[src/rtl/core/dial_angle_from_saturation_mask_defines.svh]
// Assertion macros for the dial angle block.
`ifndef DIAL_ANGLE_FROM_SATURATION_MASK_DEFINES_SVH
`define DIAL_ANGLE_FROM_SATURATION_MASK_DEFINES_SVH
`ifndef NO_ASSERTIONS
`define DAS_ASSERT_IMPL(label, clk, rst_n, ante, cons, msg) \
    label: assert property (@(posedge clk) disable iff (!rst_n) (ante) |-> (cons)) \
        else $error(msg);
`define DAS_ASSERT_NEXT(label, clk, rst_n, ante, cons, msg) \
    label: assert property (@(posedge clk) disable iff (!rst_n) (ante) |=> (cons)) \
        else $error(msg);
`else
`define DAS_ASSERT_IMPL(label, clk, rst_n, ante, cons, msg)
`define DAS_ASSERT_NEXT(label, clk, rst_n, ante, cons, msg)
`endif
`endif

[src/rtl/core/das_pkg.sv]
// Shared types, constants and the circle table of the dial angle block.
`timescale 1ns / 1ps
package das_pkg;
    localparam int FRAME_WIDTH  = 320;
    localparam int FRAME_HEIGHT = 240;
    localparam int MASK_SIZE    = 150;
    localparam int ANGLE_STEPS  = 360;
    localparam int RING_CX      = 75;
    localparam int RING_CY      = 80;
    localparam int MASK_DEPTH   = MASK_SIZE * MASK_SIZE;
    localparam int ADDR_W       = $clog2(MASK_DEPTH);
    localparam int COL_W        = $clog2(FRAME_WIDTH);
    localparam int ROW_W        = $clog2(FRAME_HEIGHT);
    localparam int MPOS_W       = $clog2(MASK_SIZE);
    localparam int DEG_W        = 9;
    localparam int QUEUE_DEPTH  = 4;
    localparam int QPTR_W       = $clog2(QUEUE_DEPTH);

    localparam logic REG_CROP_LEFT = 1'b0;
    localparam logic REG_CROP_TOP  = 1'b1;

    typedef struct packed {
        logic [7:0] red;
        logic [7:0] green;
        logic [7:0] blue;
        logic       last_pixel;
    } t_pixel;

    typedef struct packed {
        logic [8:0] angle;
        logic [8:0] forward_angle;
        logic [8:0] backward_angle;
        logic [2:0] peak_sum;
    } t_result;

    // Entry passed from the classifier to the scanner.
    typedef struct packed {
        logic              wr_en;
        logic [ADDR_W-1:0] addr;
        logic              bit_val;
        logic              last;
    } t_mask_op;

    typedef enum logic [2:0] {
        ST_IDLE,
        ST_FWD,
        ST_BWD,
        ST_DONE,
        ST_OUT
    } t_scan_state;

    // floor(60 sin(a)) for a = 0..90.
    localparam logic [5:0] QUARTER_SINE [0:90] = '{
        6'd0, 6'd1, 6'd2, 6'd3, 6'd4, 6'd5, 6'd6, 6'd7, 6'd8, 6'd9,
        6'd10, 6'd11, 6'd12, 6'd13, 6'd14, 6'd15, 6'd16, 6'd17, 6'd18, 6'd19,
        6'd20, 6'd21, 6'd22, 6'd23, 6'd24, 6'd25, 6'd26, 6'd27, 6'd28, 6'd29,
        6'd30, 6'd30, 6'd31, 6'd32, 6'd33, 6'd34, 6'd35, 6'd36, 6'd36, 6'd37,
        6'd38, 6'd39, 6'd40, 6'd40, 6'd41, 6'd42, 6'd43, 6'd43, 6'd44, 6'd45,
        6'd45, 6'd46, 6'd47, 6'd47, 6'd48, 6'd49, 6'd49, 6'd50, 6'd50, 6'd51,
        6'd51, 6'd52, 6'd52, 6'd53, 6'd53, 6'd54, 6'd54, 6'd55, 6'd55, 6'd56,
        6'd56, 6'd56, 6'd57, 6'd57, 6'd57, 6'd57, 6'd58, 6'd58, 6'd58, 6'd58,
        6'd59, 6'd59, 6'd59, 6'd59, 6'd59, 6'd59, 6'd59, 6'd59, 6'd59, 6'd59,
        6'd60
    };

    function automatic int ring_floor(int mid, int a, bit negative);
        int  t;
        bit  exact;
        t = int'(QUARTER_SINE[a]);
        exact = (a == 0) || (a == 30) || (a == 90);
        if (!negative) return mid + t;
        return mid - t - (exact ? 0 : 1);
    endfunction

    // Circle point x (column) for a degree 0..360.
    function automatic logic [7:0] ring_x(logic [DEG_W-1:0] deg);
        int d;
        int x;
        d = int'(deg);
        if (d <= 90) x = ring_floor(RING_CX, 90 - d, 1'b0);
        else if (d <= 180) x = ring_floor(RING_CX, d - 90, 1'b1);
        else if (d <= 270) x = ring_floor(RING_CX, 270 - d, 1'b1);
        else x = ring_floor(RING_CX, d - 270, 1'b0);
        if (d == 240) x = 44;
        if (d == 270) x = 74;
        return x[7:0];
    endfunction

    // Circle point y (row) for a degree 0..360.
    function automatic logic [7:0] ring_y(logic [DEG_W-1:0] deg);
        int d;
        int y;
        d = int'(deg);
        if (d <= 90) y = ring_floor(RING_CY, d, 1'b0);
        else if (d <= 180) y = ring_floor(RING_CY, 180 - d, 1'b0);
        else if (d <= 270) y = ring_floor(RING_CY, d - 180, 1'b1);
        else y = ring_floor(RING_CY, 360 - d, 1'b1);
        if (d == 210 || d == 330) y = 49;
        if (d == 360) y = 79;
        return y[7:0];
    endfunction
endpackage

[src/rtl/core/das_classify.sv]
// Front end: pixel position tracking, crop window and saturation test.
`timescale 1ns / 1ps
`include "dial_angle_from_saturation_mask_defines.svh"
module das_classify (
    input  logic              i_clk,
    input  logic              i_rst_n,
    input  logic              i_valid,
    input  das_pkg::t_pixel   i_pixel,
    input  logic              i_accept,
    input  logic [7:0]        i_crop_left,
    input  logic [6:0]        i_crop_top,
    output das_pkg::t_mask_op o_op
);
    logic [das_pkg::COL_W-1:0] r_col, n_col;
    logic [das_pkg::ROW_W-1:0] r_row, n_row;
    logic [7:0] hi, lo;
    logic [8:0] sum;
    logic [10:0] diff5;
    logic       sat;
    logic [das_pkg::COL_W:0] mx;
    logic [das_pkg::ROW_W:0] my;
    logic in_win;
    logic [das_pkg::ADDR_W-1:0] addr;

    // Find channel extremes and run the exact saturation test.
    always_comb begin
        hi = i_pixel.red;
        lo = i_pixel.red;
        if (i_pixel.green > hi) hi = i_pixel.green;
        if (i_pixel.green < lo) lo = i_pixel.green;
        if (i_pixel.blue > hi) hi = i_pixel.blue;
        if (i_pixel.blue < lo) lo = i_pixel.blue;
        sum = {1'b0, hi} + {1'b0, lo};
        diff5 = 11'(hi - lo) * 11'd5;
        if (hi == lo) sat = 1'b0;
        else if (sum < 9'd255) sat = diff5 > 11'(sum);
        else sat = diff5 > (11'd510 - 11'(sum));
    end

    // Map the frame position into the crop window.
    always_comb begin
        mx = {1'b0, r_col} - (das_pkg::COL_W + 1)'(i_crop_left);
        my = {1'b0, r_row} - (das_pkg::ROW_W + 1)'(i_crop_top);
        in_win = (r_col >= das_pkg::COL_W'(i_crop_left))
              && (r_row >= das_pkg::ROW_W'(i_crop_top))
              && (mx < (das_pkg::COL_W + 1)'(das_pkg::MASK_SIZE))
              && (my < (das_pkg::ROW_W + 1)'(das_pkg::MASK_SIZE));
        addr = das_pkg::ADDR_W'(my[das_pkg::MPOS_W-1:0] * das_pkg::MASK_SIZE)
             + das_pkg::ADDR_W'(mx[das_pkg::MPOS_W-1:0]);
        o_op.wr_en   = in_win;
        o_op.addr    = addr;
        o_op.bit_val = sat;
        o_op.last    = i_pixel.last_pixel;
    end

    // Advance raster counters on each accepted transaction.
    always_comb begin
        n_col = r_col;
        n_row = r_row;
        if (i_accept) begin
            if (i_pixel.last_pixel) begin
                n_col = '0;
                n_row = '0;
            end else if (r_col == das_pkg::COL_W'(das_pkg::FRAME_WIDTH - 1)) begin
                n_col = '0;
                n_row = (r_row == das_pkg::ROW_W'(das_pkg::FRAME_HEIGHT - 1)) ?
                        '0 : r_row + 1'b1;
            end else begin
                n_col = r_col + 1'b1;
            end
        end
    end

    always_ff @(posedge i_clk) begin
        if (!i_rst_n) begin
            r_col <= '0;
            r_row <= '0;
        end else begin
            r_col <= n_col;
            r_row <= n_row;
        end
    end

    `DAS_ASSERT_IMPL(a_col_range, i_clk, i_rst_n, 1'b1,
        r_col < das_pkg::COL_W'(das_pkg::FRAME_WIDTH), "column out of range")
    `DAS_ASSERT_IMPL(a_row_range, i_clk, i_rst_n, 1'b1,
        r_row < das_pkg::ROW_W'(das_pkg::FRAME_HEIGHT), "row out of range")
    `DAS_ASSERT_NEXT(a_last_clears, i_clk, i_rst_n, i_accept && i_pixel.last_pixel,
        r_col == '0 && r_row == '0, "counters not cleared after last pixel")
    `DAS_ASSERT_IMPL(a_valid_accept, i_clk, i_rst_n, i_accept, i_valid,
        "accept without valid")
endmodule

[config.mk]
export PLATFORM = sky130hd
export DESIGN_NAME = das_classify
export DESIGN_NICKNAME = d
export VERILOG_FILES = /design/src/rtl/core/das_pkg.sv /design/src/rtl/core/das_classify.sv
export VERILOG_INCLUDE_DIRS = /design/src /design/src/rtl/core
export SDC_FILE = /design/constraint.sdc
export NUM_CORES = 1
export LEC_CHECK = 0
export ABC_AREA = 1
export BUFFER_PORTS_ARGS = -buffer_cell sky130_fd_sc_hd__buf_2
export CORE_ASPECT_RATIO = 1.25
export CORE_UTILIZATION = 40
export CTS_CLUSTER_SIZE = 8
export DETAILED_ROUTE_END_ITERATION = 10
export SYNTH_ARGS = -nofsm -noshare
export SYNTH_HDL_FRONTEND = slang
export SYNTH_SLANG_ARGS = --single-unit
[constraint.sdc]
create_clock -name i_clk -period 8.68 [get_ports i_clk]
set_clock_uncertainty 0.1 [all_clocks]
set_input_delay 0.434 -clock i_clk [delete_from_list [all_inputs] [get_ports i_clk]]
set_output_delay 0.434 -clock i_clk [all_outputs]
set_load 0.05 [all_outputs]
; ---- Word level (Yosys, flattened, before mapping)
; Cells that the tools add are included.
[op_classes]
mux = 11
n_reduce_logical = 5
multipliers = 2
add_sub_neg = 8
eq_ne = 3
n_lt_le_gt_ge = 11
[op_table]
columns = op, count
row1 = 8-bit 2-to-1 mux, 7
row2 = "9-bit by 8-bit less-than comparator with 1-bit output, second input constant", 2
row3 = 9-bit 2-to-1 mux, 2
row4 = 8-bit > comparator, 2
row5 = 8-bit less-than comparator, 2
row6 = 15-bit by 8-bit adder with 15-bit output, 1
row7 = "8-bit by 7-bit multiplier with 14-bit output, second input constant", 1
row8 = 11-bit > comparator, 1
row9 = 11-bit by 9-bit > comparator with 1-bit output, 1
row10 = "11-bit by 3-bit multiplier with 11-bit output, second input constant", 1
row11 = "10-bit by 8-bit less-than comparator with 1-bit output, second input constant", 1
row12 = 9-bit by 8-bit subtractor with 10-bit output, 1
row13 = "9-bit by 9-bit subtractor with 10-bit output, first input constant", 1
row14 = 8-bit by 8-bit adder with 9-bit output, 1
row15 = "9-bit by 1-bit adder with 9-bit output, second input constant", 1
row16 = "9-bit equality test, second input constant", 1
row17 = 9-bit by 8-bit greater-or-equal comparator with 1-bit output, 1
row18 = 8-bit by 7-bit subtractor with 9-bit output, 1
row19 = 8-bit by 8-bit subtractor with 9-bit output, 1
row20 = "8-bit by 1-bit adder with 8-bit output, second input constant", 1
row21 = 8-bit equality test, 1
row22 = "8-bit equality test, second input constant", 1
row23 = 8-bit by 7-bit greater-or-equal comparator with 1-bit output, 1
row24 = 1-bit logical AND, 3
row25 = other kinds (3), 4
[totals]
register_bits = 17
word_cells = 42
input_bits = 44

; ---- Longest topological paths before layout
[depth]
word_depth = 9
mapped_depth = 50
depth_no_buf = 48

; ---- Least setup slack after synthesis
; No wires, ideal clock.
[synth_path]
kind = in2out
from = input i_pixel[24] (netlist name)
to = output o_op[1] (netlist name)
path_slack_ps = 1784
arrival_ps = 6362
path_stages = 41
path_buffers = 3
t_required_ps = 8146
path_cell_list = inv_1 ha_1 a21o_1 nor2_2 nand2_2 clkbuf_1 o21ai_0 inv_1 ha_1 a21oi_1 nor2_1 a211oi_2 clkbuf_1 nand3_1 nand2_1 ha_1 nor2_1 nor2_1 [... 5 more ...] inv_1 fa_1 o21ai_0 nand2_1 nand2_1 a21oi_1 xor2_1 inv_1 ha_1 nand2_1 inv_1 nand4_1 o2111ai_1 o31ai_1 nand2_1 nand2_1 nor2_1 buf_4
[synth_via]
elab_chain_cells = 9
word_cells_on_any_way = 18
classes_between = 3 x add/sub / 1 x mul / 7 x order compare / 1 x eq/ne / 6 x mux
[synth_rtl]
columns = element, line_no
row1 = start: declaration, das_classify.sv:8  ; input das_pkg::t_pixel i_pixel,
row2 = 8-bit > comparator / 8-bit less-than comparator (equally long branches), "das_classify.sv:29, das_classify.sv:30"
row3 = 8-bit 2-to-1 mux (on tied branches), "das_classify.sv:29, das_classify.sv:30"
row4 = 8-bit > comparator / 8-bit less-than comparator (equally long branches), "das_classify.sv:31, das_classify.sv:32"
row5 = 8-bit 2-to-1 mux (on tied branches), "das_classify.sv:31, das_classify.sv:32"
row6 = 8-bit by 8-bit subtractor with 9-bit output / 8-bit by 8-bit adder with 9-bit output (equally long branches), "das_classify.sv:34, das_classify.sv:33"
row7 = 11-bit by 3-bit multiplier with 11-bit output / 9-bit by 9-bit subtractor with 10-bit output (equally long branches), "das_classify.sv:34, das_classify.sv:37"
row8 = 11-bit > comparator / 11-bit by 9-bit > comparator with 1-bit output (equally long branches), "das_classify.sv:37, das_classify.sv:36"
row9 = 1-bit 2-to-1 mux, das_classify.sv:36  ; else if (sum < 9'd255) sat = diff5 > 11'(sum);
row10 = 1-bit 2-to-1 mux (*), das_classify.sv:35  ; if (hi == lo) sat = 1'b0;
row11 = end: declaration, das_classify.sv:12  ; output das_pkg::t_mask_op o_op
; Mark *: on every way between the ends. The rest lies on a longest branch, timed or not.

==> impl_results.md <==
- Area of the mapped netlist: 5960 µm²
- EDFF count, synth: 0
- Count of different cell masters after synthesis: 49
- Initial antenna violation count: 0
- Net count reported at finish: 1137
- Vias in the first global route: 5083
- Layout area overhead: 8.66%
- Core area: 14500 µm²
- # rows: 49
- Avg Cell Area, Syn: 6.62 µm²
- TritonCTS buffer count: 3
- CTS tree: yes
- Initial DRC count: 151
- Met3 GRT Util: 0.00526
- Max incr delay on CP: 0.41 ns
- Number of synthesized register bits: 17
- Critical Path AT: 7.30 ns
- Failing checks: design-rule violations
- Post-Syn Instances: 899
- Ys Warns: 0
- CP Class: input port to output port
- Placed cell area: 6390 µm²
- DRC Markers: 5
- CTS clk-pin slew, worst paths: 0.05 ns
- Max-cap viol count: 0
- Vias: 5418
- Minimum clock period: 7.83 ns
- CP startpoint kind: input port
- Slew Limit Fails: 0
- Top cell type's share of synthesized area: 0.273
- Pin slew with the least headroom to its limit: 0.629 ns
- Initial Util: 0.412
- Clk root buf: clkbuf_16
- Crit. End Element: output port
- DP HPWL: 11.3 mm
- Synth area leader: ha_1
- Async set-or-reset flop fraction in the synthesized netlist: 0
- Clock sink count: 17
- Critical-path top delay cell: ha_1
- Remaining antenna violation count after routing: 0
- RSZ-0062 raised after global routing: no
- Routed wire length: 12.3 mm
- Status: complete, but fails checks
- Deepest clock path buffer count: 2
- Met1 usage: 0.214
- Final setup fails: 0
- I/O Buffers: 60
- Slew HR: 0.580
- Hold_buf cts: 0
- Congestion Overflow GR: 0
- Most used flip-flop cell after synthesis: dfxtp_1
- Worst hold slack: 0.380 ns
- # IOs: 62
- DRT Pass-1 Iters: 7
- Busiest grt layer: met2
- Die Wd: 111 µm
- Top post-synthesis cells by count: inv_1, nand2_1, ha_1
- Layout cells sized above 1: 0.107
- Post-cts gate resize count: 0
- Hold Fails Final Rpt: 0
- Worst-Skew Late Latency: 0.25 ns
- Max FO, Critical Path: 16
- Final Cell Area: 6470 µm²
- GP Congestion: 0.819
- Post-synthesis sequential area ratio: 0.0571
- Met2 usage: 0.292
- Worst EP required: 8.15 ns
- Setup bufs post-CTS: 0
- Dominant cells by area after synthesis: ha_1, inv_1, nand2_1, xor2_1, dfxtp_1
- Htree depth: 1
- First-pass GRT wire length: 21.3 mm
- FMAX: 128 MHz
- N_diodes: 0
- Crit share post-route: 0.902
- Worst Hold Class: input port to flip-flop
- Wire length per cell: 10.9 µm
- Post-Syn Nets: 1086
- Tot GR Track Use: 0.161
- Setup total negative slack: 0 ns
- Fin util: 0.447
- Critical Path Most Common Cell: nand2_1
- Largest net degree at the start of global routing: 17
- Vias per inst: 4.81
- Die Span Y: 138 µm
- Die ar.: 15400 µm²
## through the flow
stage	instances	setup slack [ns]
2_1_floorplan	899	1.78
3_3_place_gp	1123	0.684
3_5_place_dp	1123	0.663
4_1_cts	1127	0.669
5_1_grt	1127	0.0241
6_report	1127	0.847
## layout make-up
type	instances	area, µm²
Clock inverter	1	5.00
Sequential cell	17	340
Timing Repair Buffer	61	308
Multi-Input combinational cell	690	4860
Inverter	177	664
Tap cell	178	223
Clock buffer	3	75.1
Fill cell	1567	8000
## state kept, by name (all words and copies together), names as in the netlist
signal / cells
r_col: 9
r_row: 8
## metal layers
metal,vias up,wire length (µm),share of wire
met1,2363,6240,0.51
li1,2999,-,-
met3,9,198,0.016
met5,-,0,0
met2,47,5770,0.47
met4,0,118,0.0096
## placed cells by master, fill, tap and decap left out, types with 5 or more instances in the layout
cell,count
a21o_1,8
a21oi_1,52
a31oi_1,5
buf_2,60
dfxtp_1,17
fa_1,13
ha_1,130
inv_1,174
nand2_1,174
nand2_2,6
nand3_1,56
nand4_1,9
nor2_1,66
nor3_1,15
nor3_2,5
o21ai_0,33
o21ai_1,11
xnor2_1,13
xor2_1,44
xor2_2,6
## worst max-delay path, delay by kind of cell
family	cells	cell delay, ns
adder cells (fa/ha/maj)	7	2.10
XOR/XNOR	2	0.52
AND/OR/NAND/NOR	13	1.27
buffers and inverters	8	0.87
AO/OA/AOI/OAI	11	2.06
## cell families after synthesis
kind of cell               count (synthesis)  share of synthesized area
AOI/OAI and AO/OA                        135                      0.138
xor gates and xnor gates                  64                      0.105
adders and majority gates                143                      0.317
buffers and inverters                    192                      0.128
DFF                                       17                     0.0571
and+or+nand+nor                          348                      0.256
## final timing paths
check	startpoint	end	slack (ns)	depth (start not counted)
setup / recovery	i_pixel[24]	o_op[1]	0.85	41
hold / removal	i_rst_n	r_row[4]	0.38	3
setup reg to reg	r_col[1]	r_row[3]	6.61	9
hold reg to reg	r_row[0]	r_row[0]	0.39	2
Power is left out: the tool's default activity adds up to more than one toggle a clock period on the data nets, which glitch-free logic cannot reach.
