`config.mk`:
```
export PLATFORM = sky130hd
export DESIGN_NAME = das_queue
export DESIGN_NICKNAME = d
export VERILOG_FILES = /design/src/rtl/core/dial_angle_from_saturation_mask_defines.svh /design/src/rtl/core/das_pkg.sv /design/src/rtl/core/das_queue.sv
export SDC_FILE = /design/constraint.sdc
export NUM_CORES = 1
export LEC_CHECK = 0
export ABC_CLOCK_PERIOD_IN_PS = 2000
export BUFFER_PORTS_ARGS = -buffer_cell sky130_fd_sc_hd__buf_2
export CAP_MARGIN = 20
export CORE_MARGIN = 8
export CORE_UTILIZATION = 55
export DETAILED_ROUTE_END_ITERATION = 6
export HOLD_SLACK_MARGIN = 0.05
export PLACE_DENSITY = 0.77
export SYNTH_ARGS = -nofsm -noshare
export SYNTH_HDL_FRONTEND = slang
export SYNTH_SLANG_ARGS = --single-unit
```
`constraint.sdc`:
```
create_clock -name i_clk -period 2 [get_ports i_clk]
set_input_delay 0.3 -clock i_clk [delete_from_list [all_inputs] [get_ports i_clk]]
set_output_delay 0.3 -clock i_clk [all_outputs]
set_load 0.01 [all_outputs]
```
`src/rtl/core/dial_angle_from_saturation_mask_defines.svh`:
```
// Assertion macros for the dial angle block.
`ifndef DIAL_ANGLE_FROM_SATURATION_MASK_DEFINES_SVH
`define DIAL_ANGLE_FROM_SATURATION_MASK_DEFINES_SVH
`ifndef NO_ASSERTIONS
`define DAS_ASSERT_IMPL(label, clk, rst_n, ante, cons, msg) \
    label: assert property (@(posedge clk) disable iff (!rst_n) (ante) |-> (cons)) \
        else $error(msg);
`define DAS_ASSERT_NEXT(label, clk, rst_n, ante, cons, msg) \
    label: assert property (@(posedge clk) disable iff (!rst_n) (ante) |=> (cons)) \
        else $error(msg);
`else
`define DAS_ASSERT_IMPL(label, clk, rst_n, ante, cons, msg)
`define DAS_ASSERT_NEXT(label, clk, rst_n, ante, cons, msg)
`endif
`endif

```
`src/rtl/core/das_pkg.sv`:
```
// Shared types, constants and the circle table of the dial angle block.
`timescale 1ns / 1ps
package das_pkg;
    localparam int FRAME_WIDTH  = 320;
    localparam int FRAME_HEIGHT = 240;
    localparam int MASK_SIZE    = 150;
    localparam int ANGLE_STEPS  = 360;
    localparam int RING_CX      = 75;
    localparam int RING_CY      = 80;
    localparam int MASK_DEPTH   = MASK_SIZE * MASK_SIZE;
    localparam int ADDR_W       = $clog2(MASK_DEPTH);
    localparam int COL_W        = $clog2(FRAME_WIDTH);
    localparam int ROW_W        = $clog2(FRAME_HEIGHT);
    localparam int MPOS_W       = $clog2(MASK_SIZE);
    localparam int DEG_W        = 9;
    localparam int QUEUE_DEPTH  = 4;
    localparam int QPTR_W       = $clog2(QUEUE_DEPTH);

    localparam logic REG_CROP_LEFT = 1'b0;
    localparam logic REG_CROP_TOP  = 1'b1;

    typedef struct packed {
        logic [7:0] red;
        logic [7:0] green;
        logic [7:0] blue;
        logic       last_pixel;
    } t_pixel;

    typedef struct packed {
        logic [8:0] angle;
        logic [8:0] forward_angle;
        logic [8:0] backward_angle;
        logic [2:0] peak_sum;
    } t_result;

    // Entry passed from the classifier to the scanner.
    typedef struct packed {
        logic              wr_en;
        logic [ADDR_W-1:0] addr;
        logic              bit_val;
        logic              last;
    } t_mask_op;

    typedef enum logic [2:0] {
        ST_IDLE,
        ST_FWD,
        ST_BWD,
        ST_DONE,
        ST_OUT
    } t_scan_state;

    // floor(60 sin(a)) for a = 0..90.
    localparam logic [5:0] QUARTER_SINE [0:90] = '{
        6'd0, 6'd1, 6'd2, 6'd3, 6'd4, 6'd5, 6'd6, 6'd7, 6'd8, 6'd9,
        6'd10, 6'd11, 6'd12, 6'd13, 6'd14, 6'd15, 6'd16, 6'd17, 6'd18, 6'd19,
        6'd20, 6'd21, 6'd22, 6'd23, 6'd24, 6'd25, 6'd26, 6'd27, 6'd28, 6'd29,
        6'd30, 6'd30, 6'd31, 6'd32, 6'd33, 6'd34, 6'd35, 6'd36, 6'd36, 6'd37,
        6'd38, 6'd39, 6'd40, 6'd40, 6'd41, 6'd42, 6'd43, 6'd43, 6'd44, 6'd45,
        6'd45, 6'd46, 6'd47, 6'd47, 6'd48, 6'd49, 6'd49, 6'd50, 6'd50, 6'd51,
        6'd51, 6'd52, 6'd52, 6'd53, 6'd53, 6'd54, 6'd54, 6'd55, 6'd55, 6'd56,
        6'd56, 6'd56, 6'd57, 6'd57, 6'd57, 6'd57, 6'd58, 6'd58, 6'd58, 6'd58,
        6'd59, 6'd59, 6'd59, 6'd59, 6'd59, 6'd59, 6'd59, 6'd59, 6'd59, 6'd59,
        6'd60
    };

    function automatic int ring_floor(int mid, int a, bit negative);
        int  t;
        bit  exact;
        t = int'(QUARTER_SINE[a]);
        exact = (a == 0) || (a == 30) || (a == 90);
        if (!negative) return mid + t;
        return mid - t - (exact ? 0 : 1);
    endfunction

    // Circle point x (column) for a degree 0..360.
    function automatic logic [7:0] ring_x(logic [DEG_W-1:0] deg);
        int d;
        int x;
        d = int'(deg);
        if (d <= 90) x = ring_floor(RING_CX, 90 - d, 1'b0);
        else if (d <= 180) x = ring_floor(RING_CX, d - 90, 1'b1);
        else if (d <= 270) x = ring_floor(RING_CX, 270 - d, 1'b1);
        else x = ring_floor(RING_CX, d - 270, 1'b0);
        if (d == 240) x = 44;
        if (d == 270) x = 74;
        return x[7:0];
    endfunction

    // Circle point y (row) for a degree 0..360.
    function automatic logic [7:0] ring_y(logic [DEG_W-1:0] deg);
        int d;
        int y;
        d = int'(deg);
        if (d <= 90) y = ring_floor(RING_CY, d, 1'b0);
        else if (d <= 180) y = ring_floor(RING_CY, 180 - d, 1'b0);
        else if (d <= 270) y = ring_floor(RING_CY, d - 180, 1'b1);
        else y = ring_floor(RING_CY, 360 - d, 1'b1);
        if (d == 210 || d == 330) y = 49;
        if (d == 360) y = 79;
        return y[7:0];
    endfunction
endpackage

```
`src/rtl/core/das_queue.sv`:
```
// Short queue between classifier and scanner.
`timescale 1ns / 1ps
module das_queue (
    input  logic              i_clk,
    input  logic              i_rst_n,
    input  logic              i_push,
    input  das_pkg::t_mask_op i_data,
    input  logic              i_pop,
    output logic              o_full,
    output logic              o_empty,
    output das_pkg::t_mask_op o_data
);
    das_pkg::t_mask_op r_mem [das_pkg::QUEUE_DEPTH];
    logic [das_pkg::QPTR_W-1:0] r_wp, n_wp, r_rp, n_rp;
    logic [das_pkg::QPTR_W:0]   r_cnt, n_cnt;

    assign o_full  = (r_cnt == (das_pkg::QPTR_W + 1)'(das_pkg::QUEUE_DEPTH));
    assign o_empty = (r_cnt == '0);
    assign o_data  = r_mem[r_rp];

    // Advance pointers on push and pop.
    always_comb begin
        n_wp  = i_push ? r_wp + 1'b1 : r_wp;
        n_rp  = i_pop ? r_rp + 1'b1 : r_rp;
        n_cnt = r_cnt + (das_pkg::QPTR_W + 1)'(i_push) - (das_pkg::QPTR_W + 1)'(i_pop);
    end

    always_ff @(posedge i_clk) begin
        if (!i_rst_n) begin
            r_wp  <= '0;
            r_rp  <= '0;
            r_cnt <= '0;
        end else begin
            r_wp  <= n_wp;
            r_rp  <= n_rp;
            r_cnt <= n_cnt;
        end
    end

    always_ff @(posedge i_clk) begin
        if (i_push) r_mem[r_wp] <= i_data;
    end
endmodule

```
Yosys cells after proc, flatten, opt, wreduce, memory -nomap -nowiden
Memories as Yosys holds them, arrays and structs flattened. A register that Yosys moved wholly into a read port is not among the register bits.
Cells that the tools add are included.
- $add $sub $neg: 4
- eq/ne operators: 1
- muxes and demuxes: 4
- reduce and logical (&&, ||, !) cells: 1
- operators by type and width (kind ; count):
    2-bit by 1-bit adder with 2-bit output, second input constant ; 2
    2-bit 2-to-1 mux ; 2
    3-bit by 1-bit adder with 3-bit output ; 1
    3-bit == test, second input constant ; 1
    3-bit zero test ; 1
    3-bit by 1-bit subtractor with 3-bit output ; 1
    1-bit 2-to-1 mux ; 2
- register bits after elaboration: 7
- RAM bits: 72
- input port bits: 22
- output and inout bits: 20
- memories: 1
- memories (memory ; words ; width ; read ports ; clocked after Yosys merged registers in ; wr ports ; RTL line ; source):
    r_mem ; 4 ; 18 ; 1 ; 1 ; 1 ; das_queue.sv:13 ; das_pkg::t_mask_op r_mem [das_pkg::QUEUE_DEPTH];

Longest topological paths before layout
Gate-level depths: netlist of run 1.
- word-level depth: 3
- gate-level depth with buffers: 7
- mapped depth without buffers: 7

Worst setup path before layout of run 1
No wires, ideal clock.
- kind: reg2reg
- from: register r_cnt[0] (netlist name)
- to: register r_cnt[2] (netlist name)
- setup time: 0.117 ns
- data arrival time: 1.554 ns
- setup slack: 0.329 ns
- stages on the path, launching flop included: 8
- path buffers: 0
- clock period less this slack: 1.671 ns
- cell sequence: dfxtp_1 > inv_1 > ha_1 > inv_1 > ha_1 > fa_1 > xor3_1 > nor2_1
- word-level cells in the longest chain between the ends: 2
- RTL lines (item ; RTL line ; source):
    start, declared ; das_queue.sv:15 ; logic [das_pkg::QPTR_W:0] r_cnt, n_cnt;
    start signal, assigned ; das_queue.sv:36 ; r_cnt <= n_cnt;
    3-bit by 1-bit adder with 3-bit output ; das_queue.sv:25 ; n_cnt = r_cnt + (das_pkg::QPTR_W + 1)'(i_push) - (das_pkg::QPTR_W + 1)'(i_pop);
    3-bit by 1-bit subtractor with 3-bit output ; das_queue.sv:25 ;
Every way passes these cells.
A chain may end at the register's enable or synchronous reset.

==> results of run 1 <==
layout make-up:
cell class / instances / area [sq um] / share of cell area (%)
Multi-Input combinational cell: 45 / 672 / 18.6
Clock inverter: 5 / 37.5 / 1.04
Inverter: 7 / 26.3 / 0.728
Timing Repair Buffer: 49 / 295 / 8.18
Clock buffer: 11 / 141 / 3.92
Tap cell: 72 / 90.1 / 2.50
Sequential cell: 81 / 2350 / 65.0
layer usage:
layer / track usage, % / up-vias
li1: - / 667
met1: 12.7 / 739
met2: 23.4 / 52
met3: 6.65 / 5
met4: 6.55 / 0
met5: 0 / -
metrics by stage:
stage,instance area (sq um),setup WS (ns),power (mW),cells,utilization [%]
2_1_floorplan,3080,0.329,2.28,137,-
3_3_place_gp,3400,0.214,2.42,253,62.1
3_5_place_dp,3400,0.174,2.45,253,62.1
4_1_cts,3580,0.00845,3.50,269,65.4
5_1_grt,3610,0.0163,3.63,270,65.9
6_report,3610,0.0540,3.48,270,65.9
where the power goes:
part	switching, mW	internal, mW
registers	0.0438	1.94
clock network	0.563	0.493
logic	0.215	0.228
cell usage after synthesis:
library cell   n
a21bo_2        1
a21oi_1        1
and2_1         6
and3_1         1
buf_12         1
buf_2          2
buf_6          1
dfxtp_1        9
edfxtp_1      72
fa_1           1
ha_1           6
inv_1          7
mux2i_1        1
mux4_1         8
mux4_2        10
nand3b_1       1
nor2_1         5
nor3_1         1
xnor2_1        2
xor3_1         1
logic make-up after synthesis:
| group | share of synthesized area [%] |
|---|---|
| AOI/OAI and AO/OA | 0.487 |
| xor gates and xnor gates | 1.34 |
| adders and majority gates | 3.09 |
| buffers and inverters | 2.19 |
| DFF | 76.0 |
| muxes | 14.5 |
| and+or+nand+nor | 2.44 |
worst min path at each step:
stage                    to       start
6_report       r_mem[2][10]  i_data[10]
5_1_grt        r_mem[3][10]  i_data[10]
3_3_place_gp    r_mem[0][8]   i_data[8]
3_5_place_dp   r_mem[0][15]  i_data[15]
2_1_floorplan   r_mem[0][0]   i_data[0]
4_1_cts        r_mem[0][17]  i_data[17]
flip-flops by register name, indices dropped and copies added, names as in the netlist, named ones only:
register / cells
r_mem: 72
r_cnt: 3
r_wp: 2
r_rp: 2
what timing repair did:
item / CTS / global route
gates resized for setup: 0 / 2
endpoints found under the setup margin: 0 / 5
endpoints found under the hold margin: 0 / 0
==> impl_metrics.csv, run 1 <==
group,metric,value,unit
status,outcome,"completed",
routing,wire_per_inst,20.4,microns
yosys,synth.distinct_cells,20,
yosys,synthCells,137,
global_route,grt_usage,13.4,%
timing,slew_violations,0,
setup_path,reg2reg_to,"r_cnt[2]",
clocking,clkTransAtPathRegs,0.09,ns
yosys,synth_area,0.00308,sq mm
power_and_ir_drop,p_per_area,965,mW/mm^2
setup_path,crit_chain,"buf_12, mux4_1, buf_2",
setup_path,cp_top_family,"multiplexers",
yosys,yosys.area.top_type,"edfxtp_1",
finish,final_cell_mix,"72 x edfxtp_1, 41 x buf_2, 10 x mux4_2, 10 x clkbuf_8",
finish,areaGrowthSynthToFinish,17.1,%
yosys,netlist.area_leader.share,70.2,%
timing,fin_crit,1.95,ns
clocking,cts-root-buf,"clkbuf_8",
setup_path,crit_cells,3,
yosys,syn_area_per_cell,22.5,sq um
setup_path,crit_type,"flop to primary output",
timing,fin_hold_ws,0.168,ns
routing,drt.antenna.violating_nets,0,
clocking,cts_buffers,9,
min_path,hold_class,"input port to flop",
global_route,grt_pass1_wl,8120,microns
routing,wl_met2,2910,microns
setup_path,ff2ff_path_depth,7,
setup_path,path_buf_inv,2,
clocking,cts_setup_buffers,0,
timing,fin_skew,0.00627,ns
routing,wirelength_met1,2160,microns
yosys,ys_warn_count,0,
floorplanning,num_io_pins,42,
clocking,clock-sinks,81,
routing,drt_iter0_drc,97,
floorplanning,die_x,90.9,microns
clocking,postCtsHoldBufs,0,
setup_path,cpPeakStageDelay,0.59,ns
global_route,grt_pass1_vias,1595,
placed_design,io_buffers,41,
routing,wirelength,5520,microns
routing,via_per_inst,5.42,
min_path,min_path_cells,1,
floorplanning,core_area,0.00547,sq mm
finish,drive_above_1_share,38.4,%
setup_path,r2r-start,"r_cnt[0]",
global_route,grt_max_degree,19,
timing,rsz0062_at_grt,"no",
yosys,ys_ff_latch,81,
finish,final_common_cell,"edfxtp_1",
clocking,clkLatencyLatePin,0.35,ns
setup_path,worst_path_max_delay_cell,"mux4_1",
power_and_ir_drop,leakagePower,1.31,nW
setup_path,cp.required,1.70,ns
floorplanning,initial_core_util,56.3,%
setup_path,endpoint,"o_data[2]",
placed_design,hpwl,3500,microns
global_route,antenna_found_initial,0,
timing,finalHoldViolCount,0,
clocking,htreeDepth,3,
placed_design,place_congestion,0.644,
finish,n_fill_cell,373,
yosys,ys_top_cells_by_area,"edfxtp_1 70%, mux4_2 7.3%, mux4_1 6.8%",
timing,fin_crit_sh,97.3,%
setup_path,crit_fanout,9,
flow_run,cap_violations,0,
timing,setup_viol,0,
setup_path,arrival,1.65,ns
finish,diodes,0,
finish,final_nets,222,
floorplanning,die_y,90.9,microns
yosys,ys_seq_area_share,76.0,%
setup_path,r2r_slack,0.24,ns
routing,drtPass1Iterations,4,
power_and_ir_drop,peakVddDrop,0.467,mV
routing,drc,0,
yosys,synth_nets,166,
floorplanning,num_rows,27,
global_route,grt_overflow,0,
clocking,cts_tree,"built",
clocking,ctsLongestPathBuffers,2,
routing,routed.top_layer,"met4",
timing,relSlewSlack,39.9,%
routing,vias,1463,
timing,timing_worst_slew_pin_value,0.901,ns
setup_path,cp-start-kind,"flop",
routing,met3_length,394,microns
floorplanning,die-area,0.00825,sq mm
setup_path,end_kind,"primary output",
timing,max_freq,514,MHz
timing,setup_tns,0,ns
Note: power is estimated with default switching activity, not from simulation.
==> inputs of run 2 (changes only) <==
--- a/config.mk
+++ b/config.mk
@@ -5,14 +5,13 @@
 export SDC_FILE = /design/constraint.sdc
 export NUM_CORES = 1
 export LEC_CHECK = 0
-export ABC_CLOCK_PERIOD_IN_PS = 2000
+export ABC_CLOCK_PERIOD_IN_PS = 2400
 export BUFFER_PORTS_ARGS = -buffer_cell sky130_fd_sc_hd__buf_2
 export CAP_MARGIN = 20
 export CORE_MARGIN = 8
-export CORE_UTILIZATION = 55
+export CORE_UTILIZATION = 42
 export DETAILED_ROUTE_END_ITERATION = 6
 export HOLD_SLACK_MARGIN = 0.05
-export PLACE_DENSITY = 0.77
 export SYNTH_ARGS = -nofsm -noshare
 export SYNTH_HDL_FRONTEND = slang
 export SYNTH_SLANG_ARGS = --single-unit
==> constraint.sdc (replaced) <==
create_clock -name i_clk -period 2.4 [get_ports i_clk]
set_input_delay 0.36 -clock i_clk [delete_from_list [all_inputs] [get_ports i_clk]]
set_output_delay 0.36 -clock i_clk [all_outputs]
set_load 0.01 [all_outputs]
==> impl_metrics.csv, run 2 (synthesis gave the netlist of run 1 again) <==
group,metric,value,unit
timing,rsz0062_at_grt,"no",
timing,fin_crit_sh,88.5,%
finish,final_common_cell,"edfxtp_1",
clocking,cts-resized-gates,0,
placed_design,place_area,0.00341,sq mm
clocking,htreeDepth,3,
routing,wirelength,5220,microns
finish,largest_register_ffs,72,
finish,final_nets,220,
setup_path,cpPeakStageDelay,0.62,ns
finish,diodes,0,
setup_path,crit_type,"flop to primary output",
placed_design,hpwl,3540,microns
setup_path,end_kind,"primary output",
power_and_ir_drop,peakVddDrop,0.420,mV
power_and_ir_drop,leakagePower,1.30,nW
clocking,clock-sinks,81,
floorplanning,core_area,0.00718,sq mm
clocking,clkTransAtPathRegs,0.08,ns
routing,routed.top_layer,"met4",
finish,areaGrowthSynthToFinish,18.1,%
routing,wl_met2,2820,microns
routing,drtPass1Iterations,4,
global_route,grt_max_degree,19,
finish,finish.instance_area,0.00364,sq mm
routing,drt_iter0_drc,64,
floorplanning,initial_core_util,42.9,%
global_route,grt_overflow,0,
finish,top_regs,"r_mem: 72 flops, r_cnt: 3 flops",
min_path,hold_class,"input port to flop",
timing,finalHoldViolCount,0,
clocking,cts_buffers,9,
global_route,antenna_found_initial,0,
floorplanning,num_io_pins,42,
routing,drc,0,
timing,fin_hold_ws,0.230,ns
global_route,grt_pass1_vias,1631,
placed_design,place_ws,0.474,ns
timing,max_freq,471,MHz
floorplanning,die_x,102,microns
timing,fin_skew,0.00678,ns
timing,fin_ws,0.276,ns
setup_path,cp-start-kind,"flop",
clocking,clkLatencyLatePin,0.34,ns
finish,largest_register,"r_mem",
finish,drive_above_1_share,37.8,%
power_and_ir_drop,p_per_area,848,mW/mm^2
status,outcome,"completed",
timing,slew_violations,0,
routing,met3_length,358,microns
finish,final_cell_mix,"72 x edfxtp_1, 41 x buf_2, 10 x mux4_2",
routing,vias,1421,
clocking,cts_tree,"built",
routing,wire_per_inst,17.7,microns
timing,timing_worst_slew_pin_value,0.341,ns
clocking,cts_setup_buffers,0,
setup_path,arrival,1.76,ns
setup_path,worst_path_max_delay_cell,"mux4_1",
floorplanning,die-area,0.0103,sq mm
floorplanning,num_rows,31,
global_route,grt_usage,10.9,%
timing,setup_viol,0,
routing,via_per_inst,4.82,
clocking,postCtsHoldBufs,0,
clocking,cts-root-buf,"clkbuf_8",
placed_design,io_buffers,41,
routing,drt.antenna.violating_nets,0,
timing,relSlewSlack,77.3,%
flow_run,cap_violations,0,
power_and_ir_drop,power.total,3.09,mW
timing,fin_crit,2.12,ns
placed_design,place_congestion,0.644,
setup_path,cp.required,2.04,ns
clocking,ctsLongestPathBuffers,2,
routing,wirelength_met1,1970,microns
timing,setup_tns,0,ns
floorplanning,die_y,102,microns
setup_path,crit_chain,"buf_4, mux4_1, buf_2",
global_route,grt_pass1_wl,8070,microns
setup_path,crit_fanout,18,
run 2: layout make-up:
class,count,area (sq um)
repair buffers,47,250
multi-input cells,45,672
flip-flops and latches,81,2340
fillers,589,3540
clock buffers,9,124
clock inverters,7,101
inverters,7,26.3
well taps,99,124
run 2: routing by layer:
metal,vias up,track usage [%]
met5,-,0
met4,0,5.15
met3,7,4.26
met2,32,20.1
met1,722,10.3
li1,660,-
run 2: path summary, 6_finish.rpt:
| kind | end | cells after the start | start | slack, ns |
|---|---|---|---|---|
| max | o_data[1] | 3 | flop | 0.28 |
| max reg2reg | r_cnt[2] | 7 | r_cnt[0] | 0.61 |
| min reg2reg | r_wp[1] | 2 | r_wp[1] | 0.56 |
| min | r_mem[1][6] | 1 | i_data[6] | 0.23 |
run 2: stage by stage:
stage	utilization [%]	instances
CTS	50.7	295
detailed placement	47.6	279
finish	50.7	295
global route	50.7	295
global placement	47.6	279
floorplan	-	137
run 2: where the power goes:
part           switching, mW  internal (mW)
clock                  0.489          0.596
sequential            0.0294           1.62
combinational          0.178          0.178
run 2: critical path: cells and delay by family (launching register included):
kind	cells	cell delay (ns)
buffers and inverters	2	0.48
flip-flops	1	0.32
multiplexers	1	0.62
